===== config.mk =====
export PLATFORM = sky130hd
export DESIGN_NAME = wts_ctrl
export DESIGN_NICKNAME = d
export VERILOG_FILES = /design/src/design/wts_pkg.sv /design/src/design/wts_ctrl.sv
export VERILOG_INCLUDE_DIRS = /design/src /design/src/design
export SDC_FILE = /design/constraint.sdc
export NUM_CORES = 1
export LEC_CHECK = 0
export BUFFER_PORTS_ARGS = -buffer_cell sky130_fd_sc_hd__buf_2
export CORE_MARGIN = 2
export CORE_UTILIZATION = 53
export CTS_BUF_LIST = sky130_fd_sc_hd__clkbuf_8
export DETAILED_ROUTE_END_ITERATION = 8
export PLACE_DENSITY_LB_ADDON = 0.15
export SKIP_CTS_REPAIR_TIMING = 1
export SLEW_MARGIN = 10
export SYNTH_ARGS = -nofsm -noshare
export SYNTH_HDL_FRONTEND = slang
export SYNTH_SLANG_ARGS = --single-unit

===== constraint.sdc =====
create_clock -name clk_i -period 2.19 [get_ports clk_i]
set_clock_uncertainty 0.2 [all_clocks]
set_input_delay 0.5475 -clock clk_i [delete_from_list [all_inputs] [get_ports clk_i]]
set_output_delay 0.5475 -clock clk_i [all_outputs]
set_load 0.05 [all_outputs]

===== src/design/welch_t_statistic_macros.svh =====
// ----------------------------------------------------------------------------
// Assertion macros for the Welch t statistic block
// Define ASSERT_OFF to compile the checks away.
// ----------------------------------------------------------------------------
`ifndef WELCH_T_STATISTIC_MACROS_SVH
`define WELCH_T_STATISTIC_MACROS_SVH
`ifndef ASSERT_OFF
// Checked on every rising edge outside reset
`define WTS_ASSERT(lbl, prop, msg) \
  lbl: assert property (@(posedge clk_i) disable iff (!rst_ni) prop) else $error(msg);
// Checked on every rising edge, reset included
`define WTS_ASSERT_RST(lbl, prop, msg) \
  lbl: assert property (@(posedge clk_i) prop) else $error(msg);
`else
`define WTS_ASSERT(lbl, prop, msg)
`define WTS_ASSERT_RST(lbl, prop, msg)
`endif
`endif


===== src/design/wts_pkg.sv =====
// ----------------------------------------------------------------------------
// wts_pkg
// Widths, codes and controller/datapath types of the Welch t statistic block.
// ----------------------------------------------------------------------------
package wts_pkg;

  localparam int SMP_W       = 24;
  localparam int MAX_SAMPLES = 1024;
  localparam int CNT_W       = $clog2(MAX_SAMPLES + 1);
  localparam int SUM_W       = 35;
  localparam int SQ_W        = 58;
  localparam int VAL_SQ_W    = 2 * SMP_W - 1;
  localparam int WW          = 128;
  localparam int HW          = 64;
  localparam int T_W         = 32;
  localparam int DF_W        = 26;
  localparam int STATUS_W    = 2;
  localparam int V_SHIFT     = 24;
  localparam int T_SHIFT     = 28;
  localparam int DF_SHIFT    = 16;
  localparam int NORM_BITS   = 31;
  localparam int DIV_CNT_W   = $clog2(WW + 1);
  localparam int SQR_CNT_W   = $clog2(HW + 1);

  typedef enum logic [STATUS_W-1:0] {
    RES_OK    = 2'd0,
    RES_SMALL = 2'd1,
    RES_ZERO  = 2'd2
  } res_e;

  typedef enum logic [2:0] {
    S_ACC,
    S_CHECK,
    S_LOAD,
    S_RUN,
    S_STORE,
    S_VCHK,
    S_FINISH
  } ctrl_state_e;

  typedef enum logic [4:0] {
    ST_NQ0, ST_SS0, ST_DA0, ST_DB0, ST_V0,
    ST_NQ1, ST_SS1, ST_DA1, ST_DB1, ST_V1,
    ST_SQRT, ST_P1, ST_P0, ST_NN, ST_NSE, ST_T,
    ST_NORM, ST_AB2, ST_MM, ST_NM, ST_A2, ST_A2M, ST_B2, ST_B2M, ST_DF
  } step_e;

  typedef enum logic [1:0] {
    U_MUL,
    U_DIV,
    U_SQRT,
    U_NORM
  } unit_e;

  typedef struct packed {
    logic  acc;
    logic  load;
    logic  run;
    logic  store;
    logic  publish;
    step_e step;
    res_e  res;
    logic  with_df;
  } wts_cmd_t;

  typedef struct packed {
    logic small_grp;
    logic v_zero;
    logic unit_done;
    logic out_full;
    logic report_df;
  } wts_stat_t;

endpackage


===== src/design/wts_ctrl.sv =====
// ----------------------------------------------------------------------------
// wts_ctrl
// Controller: takes samples, then walks the arithmetic steps of a row.
// ----------------------------------------------------------------------------
`include "welch_t_statistic_macros.svh"

module wts_ctrl (
  input  logic               clk_i,
  input  logic               rst_ni,
  input  logic               smp_valid_i,
  input  logic               smp_last_i,
  output logic               smp_ready_o,
  input  wts_pkg::wts_stat_t stat_i,
  output wts_pkg::wts_cmd_t  cmd_o
);
  import wts_pkg::*;

  ctrl_state_e state_q, state_d;
  step_e       step_q, step_d;
  res_e        res_q, res_d;
  logic        with_df_q, with_df_d;
  logic        acc;

  assign smp_ready_o = (state_q == S_ACC);
  assign acc         = smp_valid_i && smp_ready_o;

  // next state
  always_comb begin
    state_d   = state_q;
    step_d    = step_q;
    res_d     = res_q;
    with_df_d = with_df_q;
    case (state_q)
      S_ACC: begin
        if (acc && smp_last_i) begin
          state_d = S_CHECK;
        end
      end
      S_CHECK: begin
        with_df_d = 1'b0;
        if (stat_i.small_grp) begin
          res_d   = RES_SMALL;
          state_d = S_FINISH;
        end else begin
          step_d  = ST_NQ0;
          state_d = S_LOAD;
        end
      end
      S_LOAD: begin
        state_d = S_RUN;
      end
      S_RUN: begin
        if (stat_i.unit_done) begin
          state_d = S_STORE;
        end
      end
      S_STORE: begin
        case (step_q)
          ST_V1: begin
            state_d = S_VCHK;
          end
          ST_T: begin
            res_d = RES_OK;
            if (stat_i.report_df) begin
              with_df_d = 1'b1;
              step_d    = ST_NORM;
              state_d   = S_LOAD;
            end else begin
              state_d = S_FINISH;
            end
          end
          ST_DF: begin
            res_d   = RES_OK;
            state_d = S_FINISH;
          end
          default: begin
            step_d  = step_e'(step_q + 1'b1);
            state_d = S_LOAD;
          end
        endcase
      end
      S_VCHK: begin
        if (stat_i.v_zero) begin
          res_d   = RES_ZERO;
          state_d = S_FINISH;
        end else begin
          step_d  = ST_SQRT;
          state_d = S_LOAD;
        end
      end
      S_FINISH: begin
        // hold until the result register is free
        if (!stat_i.out_full) begin
          state_d = S_ACC;
        end
      end
      default: begin
        state_d = S_ACC;
      end
    endcase
  end

  // outputs
  always_comb begin
    cmd_o         = '0;
    cmd_o.acc     = acc;
    cmd_o.load    = (state_q == S_LOAD);
    cmd_o.run     = (state_q == S_RUN);
    cmd_o.store   = (state_q == S_STORE);
    cmd_o.publish = (state_q == S_FINISH) && !stat_i.out_full;
    cmd_o.step    = step_q;
    cmd_o.res     = res_q;
    cmd_o.with_df = with_df_q;
  end

  always_ff @(posedge clk_i or negedge rst_ni) begin
    if (!rst_ni) begin
      state_q   <= S_ACC;
      step_q    <= ST_NQ0;
      res_q     <= RES_OK;
      with_df_q <= 1'b0;
    end else begin
      state_q   <= state_d;
      step_q    <= step_d;
      res_q     <= res_d;
      with_df_q <= with_df_d;
    end
  end

  `WTS_ASSERT(a_last_starts_row, (smp_valid_i && smp_ready_o && smp_last_i) |=> state_q == S_CHECK, "last sample did not start the row result")
  `WTS_ASSERT(a_finish_fills, (state_q == S_FINISH && !stat_i.out_full) |=> (state_q == S_ACC) && stat_i.out_full, "finish did not load the result register")
endmodule


==> parameters.txt, run 1 <==
Parameter                              Value

Status
  Outcome ... finished clean

Clock network
  Clock tree from TritonCTS ... built
  CTS HTree Levels ... 1
  Total clock buffers created by CTS ... 3
  Num Clock Sinks ... 11
  Clock latency reported for the late side of the worst-skew pair ... between 200 and 250 ps
  Clock root buffer master ... clkbuf_8
  Bufs on Longest Clock Path ... 2
  Clock transition at path regs ... 50 ps

Synth
  Cell count after synthesis ... 102
  Cell type contributing the most total cell area after synthesis ... dfrtp_1
  Count of flip-flops with a built-in enable after synthesis ... 0
  Total of flip-flops plus latches after synthesis ... 11
  Yosys synthesis warning count ... 0
  Number of library cell types mapped by synthesis ... ~40
  Most area-consuming cells after synthesis ... dfrtp_1, ha_1, inv_1
  Synthesized area ... 857.1 um^2
  Most used flip-flop cell after synthesis ... dfrtp_1
  Share of the yosys chip area belonging to registers ... approximately a third
  Proportion of netlist area held by the largest area contributor ... ~32%
  Synth Area per Inst ... roughly 8.4 um^2
  Async set-reset flop share out of synthesis ... 100.0%
  Syn_nets ... 115

Cells and area
  Most common cell after layout, fill and taps aside ... buf_2
  Growth of design area from synthesis to finish ... 23.50%
  Count of fill cells added during filler insertion ... approximately 140
  Number of nets in the layout ... 140
  Final Instance Area ... around 1100 um^2
  Number of antenna diodes ... 0
  Highest-count cells in the layout ignoring fill and taps ... buf_2, inv_1, dfrtp_1
  Total area of multi-input combinational cells ... between 500 and 600 um^2
  Seq. cell area ... about 280 um^2
  Number of non-filler instances in the completed layout ... approximately 140
  Share of layout cells above drive strength 1 ... between 30% and 40%

Pwr
  Final Power ... between 1500 and 2000 uW
  Total power density per cell area ... 1512 nW/um^2
  Peak ir drop on the vdd network ... a little over 0.9 mV
  Static leakage ... 0.0004846 uW

Global routing
  Pin count of the biggest net entering global routing ... 18
  Total track usage ... a little under a quarter
  Global routing met2 resource utilization ... between 30% and 40%
  Most used routing layer in global routing ... met2
  Met3 capacity usage during global routing ... 7.347%
  Met1 usage in global routing ... about a third
  Antenna violations before repair ... 0
  GRT Residual Overflow ... 0
  Vias in the first global route ... about 720
  Global-route wire length before repair ... 3332 um

Timing
  Maximum achievable frequency ... roughly 0.47 GHz
  Final Hold Violating Endpoints ... 0
  PnR worst setup slack ... 47.39 ps
  Final Max Tran Viols ... 0
  Final number of setup-violating endpoints ... 0
  RSZ-0062 raised after global routing ... true
  Worst slew slack as a fraction of its limit ... 72.12%
  Tightest Pin Transition ... between 400 and 500 ps
  Final TNS setup ... 0 ps
  Final Critical Period ... roughly 2100 ps
  Final period utilization ... a little under 100%

Critical path
  Worst setup SP type ... flip-flop
  Ordered list of cells on the worst path ... or3b_4, inv_1, buf_4
  Kind of capture point of the worst setup path ... output port
  Slowest stage cell on the critical path ... or3b_4
  Critical path peak fanout ... 4
  Required time of the critical path ... around 1400 ps
  Worst EP arrival ... ~1400 ps
  Depth of the most critical reg-to-reg path ... 7
  Crit path kind ... reg2out
  Delay contributed by the slowest stage of the critical path ... approximately 420 ps

Floorplanning
  Initial Utilization ... roughly 57%
  Number of placement rows ... 14
  Std-Cell Core Area ... ~1500 um^2
  Overall die area ... around 2000 um^2
  Die outline width ... between 40 and 50 um
  Die Span Y ... roughly 44 um
  I/O pin count ... 23

Detailed routing
  Pre-antenna DRT Iters ... 4
  # DRC ... 0
  Average wire per cell in the routed design ... about 14 um
  Initial DRC Count ... 34
  Via total after detailed routing ... between 800 and 900
  Routed WL ... between 1500 and 2000 um
  Number of nets still failing antenna checks after routing ... 0
  Detailed-route vias per instance ... 5.986

Place
  Final weighted congestion in routability-driven placement ... just under 0.9
  HPWL after detailed placement ... about 1500 um
  Worst setup slack after placement ... 154.5 ps
  # placed instances ... roughly 140
  Placed inst area ... 991.0 um^2
  Number of buffers added on ports ... 22

Run
  Max-capacitance violation count ... 0

Hold path
  Cell depth of the worst min-delay path ... 2
  Worst hold path type ... reg2reg
==> flip-flops by register name, indices dropped and copies added (netlist names) <==
name,cells
res_q,2
state_q,3
step_q,5
with_df_q,1
==> routing by layer <==
layer / share of wire (%) / up-vias
met5: 0 / -
met4: 0.95 / 0
met3: 5.7 / 2
met2: 49 / 25
met1: 44 / 406
li1: - / 417
==> power breakdown <==
group	total (uW)	internal, uW	switching [uW]	leakage [uW]
Sequential	361	288	73.3	0.000131
Clock	200	123	77.2	0.0000269
Combinational	1040	317	722	0.000327
Total	1600	728	872	0.000485
==> cells by family (layout without fill, tap and decap cells) <==
kind of cell	Yosys count	count (layout)	synth area share (%)
AO/OA/AOI/OAI	33	33	27.01
adder cells (fa/ha/maj)	4	4	5.840
buffers and inverters	19	43	10.66
flip-flops	11	11	32.12
multiplexers	4	4	4.818
AND/OR/NAND/NOR	31	31	19.56
==> critical path, delay by kind of cell (launching register included) <==
kind                   cells  cell delay, ps
and+or+nand+nor            1             420
DFF                        1             370
buffers and inverters      2             360
==> per-stage QoR <==
stage | utilization (%) | hold slack, ps
floorplan | - | 51.91
global placement | 65.78 | 226.9
detailed placement | 65.78 | 228.9
CTS | 68.77 | -30.62
global route | 70.27 | 364.9
finish | 70.27 | 319.7
==> final timing paths <==
check                      startpoint   endpoint  slack [ps]
min                          res_q[0]   res_q[0]         320
max in group asynchronous      rst_ni  step_q[0]        1070
min reg2reg                  res_q[0]   res_q[0]         320
max                        state_q[1]   cmd_o[9]          50
min in group asynchronous      rst_ni  step_q[4]         500
max reg2reg                 step_q[0]  step_q[2]         140
==> synthesized netlist by cell type, types with 2 or more instances <==
| cell | count |
|---|---|
| dfrtp_1 | 11 |
| inv_1 | 11 |
| nand2_1 | 8 |
| o21ai_0 | 8 |
| nor2_1 | 7 |
| a21oi_1 | 6 |
| ha_1 | 4 |
| buf_4 | 3 |
| clkbuf_1 | 3 |
| mux2i_1 | 3 |
| a31oi_1 | 2 |
| a32oi_1 | 2 |
| and3_1 | 2 |
| nand2b_1 | 2 |
| nand4_1 | 2 |
| nor2b_1 | 2 |
| or4_1 | 2 |
==> final cells by class <==
class / instances / share of cell area [%]
multi-input cells: 72 / 47.64
flip-flops and latches: 11 / 26.24
repair buffers: 28 / 16.08
clock buffers: 3 / 3.901
inverters: 11 / 3.901
well taps: 16 / 1.891
clock inverters: 1 / 0.3546
Power figures use the tool's default switching activity.
==> run 2: changes to the inputs <==
--- a/config.mk
+++ b/config.mk
@@ -11,6 +11,7 @@
 export CORE_UTILIZATION = 53
 export CTS_BUF_LIST = sky130_fd_sc_hd__clkbuf_8
 export DETAILED_ROUTE_END_ITERATION = 8
+export GPL_TIMING_DRIVEN = 0
 export PLACE_DENSITY_LB_ADDON = 0.15
 export SKIP_CTS_REPAIR_TIMING = 1
 export SLEW_MARGIN = 10
==> parameters.txt, run 2 (synthesis results as in run 1) <==
Parameter                              Value

Cells and area
  Growth of design area from synthesis to finish ... 34.89%
  Most common cell after layout, fill and taps aside ... buf_2
  Number of nets in the layout ... 147 (+5.0%)
  Number of antenna diodes ... 0 (unchanged)
  Most flop-heavy register ... step_q
  Utilization after layout ... 76.74% (+6.5 points)
  Flip-flop count of the largest register after layout ... 5 (unchanged)
  Share of layout cells above drive strength 1 ... 39.10% (+6.6 points)
  Highest-count cells in the layout ignoring fill and taps ... buf_2, inv_1, buf_4
  Count of fill cells added during filler insertion ... 106 (-23%)
  Largest regs ... step_q: 5 flops, state_q: 3 flops, res_q: 2 flops
  Number of non-filler instances in the completed layout ... 149 (+4.9%)

Detailed routing
  Average wire per cell in the routed design ... 14.94 um (+6.5%)
  Initial DRC Count ... 20 (-41%)
  Pre-antenna DRT Iters ... 4 (unchanged)
  Routed WL ... 2226 um (+12%)
  Number of nets still failing antenna checks after routing ... 0 (unchanged)
  # DRC ... 0 (unchanged)
  Detailed-route vias per instance ... 5.879 (-1.8%)
  Via total after detailed routing ... 876 (+3.1%)

Critical path
  Ordered list of cells on the worst path ... buf_6, nor3_4, and2_4, buf_4, buf_8
  Delay contributed by the slowest stage of the critical path ... 450 ps (+30 ps)
  Required time of the critical path ... 1440 ps (about the same)
  Slowest stage cell on the critical path ... dfrtp_2
  Worst EP arrival ... 1380 ps (-20 ps)
  Worst setup SP type ... flip-flop
  Kind of capture point of the worst setup path ... output port
  Crit path kind ... reg2out
  Critical path peak fanout ... 8 (+4)
  Buffer and inverter count on the worst path ... 3 (+1)
  Family with the most delay on the worst path ... flip-flops

Timing
  Final number of setup-violating endpoints ... 0 (unchanged)
  Worst slew slack as a fraction of its limit ... 69.32% (-2.8 points)
  Final Max Tran Viols ... 0 (unchanged)
  Maximum achievable frequency ... 0.4699 GHz (+0.67%)
  Final Hold Violating Endpoints ... 0 (unchanged)
  Final period utilization ... 97.18% (-0.65 points)
  Final Critical Period ... 2128 ps (-14.28 ps)
  Tightest Pin Transition ... 459.3 ps (+46.44 ps)

Status
  Outcome ... finished clean

Global routing
  Global routing met2 resource utilization ... 37.06% (+2.1 points)
  GRT Residual Overflow ... 0 (unchanged)
  Met1 usage in global routing ... 28.97% (-4.5 points)
  Antenna violations before repair ... 0 (unchanged)
  Vias in the first global route ... 756 (+5.1%)
  Pin count of the biggest net entering global routing ... 12 (-6)
  Most used routing layer in global routing ... met2
  Global-route wire length before repair ... 3256 um (-2.3%)
  Met3 capacity usage during global routing ... 7.347% (unchanged)
  Total track usage ... 22.89% (-0.66 points)

Hold path
  Worst hold path type ... reg2reg

Floorplanning
  I/O pin count ... 23 (unchanged)
  Die outline width ... 44.22 um (unchanged)
  Number of placement rows ... 14 (unchanged)
  Std-Cell Core Area ... 1506 um^2 (unchanged)
  Overall die area ... 1955 um^2 (unchanged)
  Die Span Y ... 44.22 um (unchanged)
  Initial Utilization ... 56.89% (unchanged)

Place
  # placed instances ... 140 (+2.2%)
  Number of buffers added on ports ... 22 (unchanged)
  Final weighted congestion in routability-driven placement ... 0.8942 (+3.0%)
  HPWL after detailed placement ... 1585 um (+3.9%)

Clock network
  Clock transition at path regs ... 50 ps (about the same)
  Total clock buffers created by CTS ... 3 (unchanged)
  Num Clock Sinks ... 11 (unchanged)
  Clock latency reported for the late side of the worst-skew pair ... 240 ps (about the same)
  Bufs on Longest Clock Path ... 2 (unchanged)
  Clock tree from TritonCTS ... built
  Clock root buffer master ... clkbuf_8
  CTS HTree Levels ... 1 (unchanged)

Pwr
  Total power density per cell area ... 1505 nW/um^2 (-0.47%)
  Peak ir drop on the vdd network ... 0.8307 mV (-9.3%)
  Static leakage ... 0.0005236 uW (+8.1%)

Run
  Max-capacitance violation count ... 0 (unchanged)
==> run 2: cell count changes in the layout (fill, tap and decap cells not counted), moves of 2 or more <==
cell | previous run | this run
buf_4 | 6 | 10
buf_6 | 0 | 2
buf_8 | 0 | 2
clkbuf_4 | 4 | 1
==> run 2: tightest hold or removal path, cell delays in order (launching register included) <==
cell and delay (ps):
dfrtp_1 350, a32oi_1 50, o21ai_0 70
==> run 2: final timing paths <==
| path | from | cells after the start | slack (ps) | end |
|---|---|---|---|---|
| setup / recovery | state_q[0] | 5 | 60 | cmd_o[12] |
| hold / removal | res_q[1] | 2 | 320 | res_q[1] |
| setup reg to reg | state_q[1] | 6 | 110 | step_q[3] |
| hold reg to reg | res_q[1] | 2 | 320 | res_q[1] |
| max in group asynchronous | rst_ni | 2 | 1050 | step_q[0] |
| min in group asynchronous | rst_ni | 2 | 510 | step_q[2] |
==> run 2: routing by layer <==
layer / up-vias / share of wire (%)
li1: 433 / -
met1: 411 / 44
met2: 28 / 50
met3: 4 / 4.9
met4: 0 / 1.3
met5: - / 0
==> run 2: area by class of cell <==
| cell class | count | area [um^2] | share of cell area [%] |
|---|---|---|---|
| clock buffer | 3 | 41.29 | 3.571 |
| timing repair buffer | 29 | 190.2 | 16.45 |
| buffer | 6 | 50.05 | 4.329 |
| inverter | 11 | 43.79 | 3.788 |
| sequential | 11 | 279.0 | 24.13 |
| multi-input combinational | 72 | 528.0 | 45.67 |
| clock inverter | 1 | 3.754 | 0.3247 |
| tap | 16 | 20.02 | 1.732 |
==> run 2: per-stage QoR <==
step | worst slack [ps] | power (uW) | setup TNS [ps] | hold WS (ps) | cell area, um^2
after detailed placement | 37.84 | 1400 | 0 | 226.8 | 1005
after CTS | -227.6 | 1603 | -791.0 | -30.04 | 1050
after floorplan | -105.0 | 1176 | -136.0 | 51.91 | 874.6
after global placement | 52.08 | 1374 | 0 | 224.5 | 1005
after global routing | -21.50 | 1852 | -29.35 | 372.9 | 1156
final | 61.67 | 1740 | 0 | 322.0 | 1156
==> run 2: where the power goes <==
part / switching (uW) / leakage [uW] / internal, uW
clock: 74.7 / 0.0000269 / 123
sequential: 105 / 0.000130 / 290
combinational: 738 / 0.000367 / 410
total: 917 / 0.000524 / 822
==> run 3: changes to the inputs <==
--- a/config.mk
+++ b/config.mk
@@ -7,8 +7,11 @@
 export NUM_CORES = 1
 export LEC_CHECK = 0
 export BUFFER_PORTS_ARGS = -buffer_cell sky130_fd_sc_hd__buf_2
+export CELL_PAD_IN_SITES_DETAIL_PLACEMENT = 0
+export CELL_PAD_IN_SITES_GLOBAL_PLACEMENT = 2
+export CORE_ASPECT_RATIO = 2
 export CORE_MARGIN = 2
-export CORE_UTILIZATION = 53
+export CORE_UTILIZATION = 31
 export CTS_BUF_LIST = sky130_fd_sc_hd__clkbuf_8
 export DETAILED_ROUTE_END_ITERATION = 8
 export GPL_TIMING_DRIVEN = 0
==> parameters.txt, run 3 (synthesis results as in run 1) <==
Parameter                              Value

Floorplanning
  Overall die area ... 3227 um^2 (+65%)
  Die outline width ... 41.18 um (-6.9%)
  Std-Cell Core Area ... 2703 um^2 (+79%)
  I/O pin count ... 23 (unchanged)
  Number of placement rows ... 27 (+13)
  Die Span Y ... 78.36 um (+77%)
  Initial Utilization ... 31.71% (-25 points)

Detailed routing
  Pre-antenna DRT Iters ... 4 (unchanged)
  Detailed-route vias per instance ... 5.379 (-8.5%)
  Average wire per cell in the routed design ... 16.26 um (+8.8%)
  Via total after detailed routing ... 866 (-1.1%)
  Number of nets still failing antenna checks after routing ... 0 (unchanged)
  # DRC ... 0 (unchanged)
  Routed WL ... 2618 um (+18%)
  Initial DRC Count ... 11 (-45%)

Critical path
  Required time of the critical path ... 1440 ps (about the same)
  Ordered list of cells on the worst path ... buf_2, nand2b_1, nor2_2, clkbuf_4
  Worst EP arrival ... 1370 ps (about the same)
  Worst setup SP type ... flip-flop
  Delay contributed by the slowest stage of the critical path ... 400 ps (-50 ps)
  Depth of the most critical reg-to-reg path ... 8 (+2)
  Critical path peak fanout ... 10 (+2)
  Kind of capture point of the worst setup path ... output port
  Slowest stage cell on the critical path ... dfrtp_1
  Crit path kind ... reg2out

Clock network
  Clock transition at path regs ... 60 ps (about the same)
  Clock root buffer master ... clkbuf_8
  Clock tree from TritonCTS ... built
  Bufs on Longest Clock Path ... 2 (unchanged)
  Num Clock Sinks ... 11 (unchanged)
  Total clock buffers created by CTS ... 3 (unchanged)
  Clock latency reported for the late side of the worst-skew pair ... 240 ps (about the same)
  CTS HTree Levels ... 1 (unchanged)

Timing
  Final Critical Period ... 2117 ps (-11.36 ps)
  Final hold slack ... 323.1 ps (+1.112 ps)
  Final Max Tran Viols ... 0 (unchanged)
  Final Hold Violating Endpoints ... 0 (unchanged)
  Tightest Pin Transition ... 490.0 ps (+30.73 ps)
  Final number of setup-violating endpoints ... 0 (unchanged)
  Worst slew slack as a fraction of its limit ... 67.26% (-2.1 points)
  Maximum achievable frequency ... 0.4724 GHz (+0.54%)
  Final period utilization ... 96.67% (-0.52 points)

Pwr
  Static leakage ... 0.0005163 uW (-1.4%)
  Total power density per cell area ... 1489 nW/um^2 (-1.1%)
  Clk pwr share ... 11.8% (+0.4 points)
  Internal power ... 797.3 uW (-3.0%)
  Peak ir drop on the vdd network ... 0.6245 mV (-25%)
  Part of the total power dissipated in combinational logic ... 65.6% (-0.4 points)
  Sequential Power Share ... 22.6% (about the same)
  Net switching power ... 929.6 uW (+1.3%)
  Sw Ratio ... 53.83% (+1.1 points)

Cells and area
  Total area of multi-input combinational cells ... 525.5 um^2 (-0.47%)
  Flip-flop count of the largest register after layout ... 5 (unchanged)
  Highest-count cells in the layout ignoring fill and taps ... buf_2, inv_1, nand2_1, o21ai_0, dfrtp_1
  Most flop-heavy register ... step_q
  Count of fill cells added during filler insertion ... 302 (+180%)
  Number of antenna diodes ... 0 (unchanged)
  Share of layout cells above drive strength 1 ... 37.88% (-1.2 points)
  Growth of design area from synthesis to finish ... 35.33%
  Largest regs ... step_q: 5 flops, state_q: 3 flops, res_q: 2 flops
  Most common cell after layout, fill and taps aside ... buf_2
  Seq. cell area ... 279.0 um^2 (unchanged)
  Final Instance Area ... 1160 um^2 (+0.32%)
  Utilization after layout ... 42.92% (-34 points)
  Number of nets in the layout ... 146 (-0.68%)

Global routing
  GRT Residual Overflow ... 0 (unchanged)
  Vias in the first global route ... 825 (+9.1%)
  Antenna violations before repair ... 0 (unchanged)
  Global-route wire length before repair ... 3877 um (+19%)
  Total track usage ... 17.71% (-5.2 points)
  Pin count of the biggest net entering global routing ... 12 (unchanged)

Status
  Outcome ... finished clean

Place
  Number of buffers added on ports ... 22 (unchanged)
  HPWL after detailed placement ... 2040 um (+29%)
  Final weighted congestion in routability-driven placement ... 0.7279 (-19%)
  Placed inst area ... 1021 um^2 (+1.6%)

Run
  Max-capacitance violation count ... 0 (unchanged)

Hold path
  Cell depth of the worst min-delay path ... 2 (unchanged)
  Worst hold path type ... reg2reg
[run 3: final timing paths]
| check | startpoint | endpoint | slack (ps) |
|---|---|---|---|
| min in group asynchronous | rst_ni | state_q[2] | 520 |
| hold / removal | res_q[1] | res_q[1] | 320 |
| max in group asynchronous | rst_ni | step_q[0] | 1030 |
| setup / recovery | state_q[2] | cmd_o[8] | 70 |
| setup reg to reg | step_q[0] | step_q[4] | 110 |
| hold reg to reg | res_q[1] | res_q[1] | 320 |
[run 3: layout make-up]
cell class | instances | share of cell area (%)
Buffer | 6 | 4.315
Sequential cell | 11 | 24.06
Timing Repair Buffer | 28 | 15.53
Multi-Input combinational cell | 72 | 45.31
Clock inverter | 1 | 0.3236
Clock buffer | 3 | 3.560
Inverter | 11 | 3.776
Tap cell | 29 | 3.128
[run 3: through the flow]
step                      setup TNS [ps]  total power (uW)  worst slack (ps)  std cells
after floorplan                   -136.0              1176            -105.0        102
after global placement            -59.11              1421            -31.98        153
after detailed placement          -40.07              1428            -22.42        153
after CTS                         -981.6              1638            -233.3        157
after global routing              -5.402              1851            -5.402        161
final                                  0              1727             73.04        161
[run 3: power by group through the flow]
| stage | Sequential, uW | Clock [uW] | Combinational (uW) |
|---|---|---|---|
| 2_1_floorplan | 515 | 0 | 661 |
| 3_3_place_gp | 370 | 0 | 1050 |
| 3_5_place_dp | 372 | 0 | 1060 |
| 4_1_cts | 368 | 211 | 1060 |
| 5_1_grt | 406 | 220 | 1220 |
| 6_report | 390 | 204 | 1130 |
[run 3: critical path, delay by kind of cell, from the launching register on]
| family | cells | cell delay [ps] |
|---|---|---|
| and+or+nand+nor | 2 | 250 |
| DFF | 1 | 400 |
| buffers and inverters | 2 | 480 |
[run 3: routing by layer]
layer | global-route usage, % | share of wire [%] | vias up
met1 | 19.10 | 36 | 421
met3 | 2.542 | 2.8 | 2
met2 | 32.34 | 61 | 18
li1 | - | - | 425
met5 | 0 | 0 | -
met4 | 4.839 | 0.84 | 0
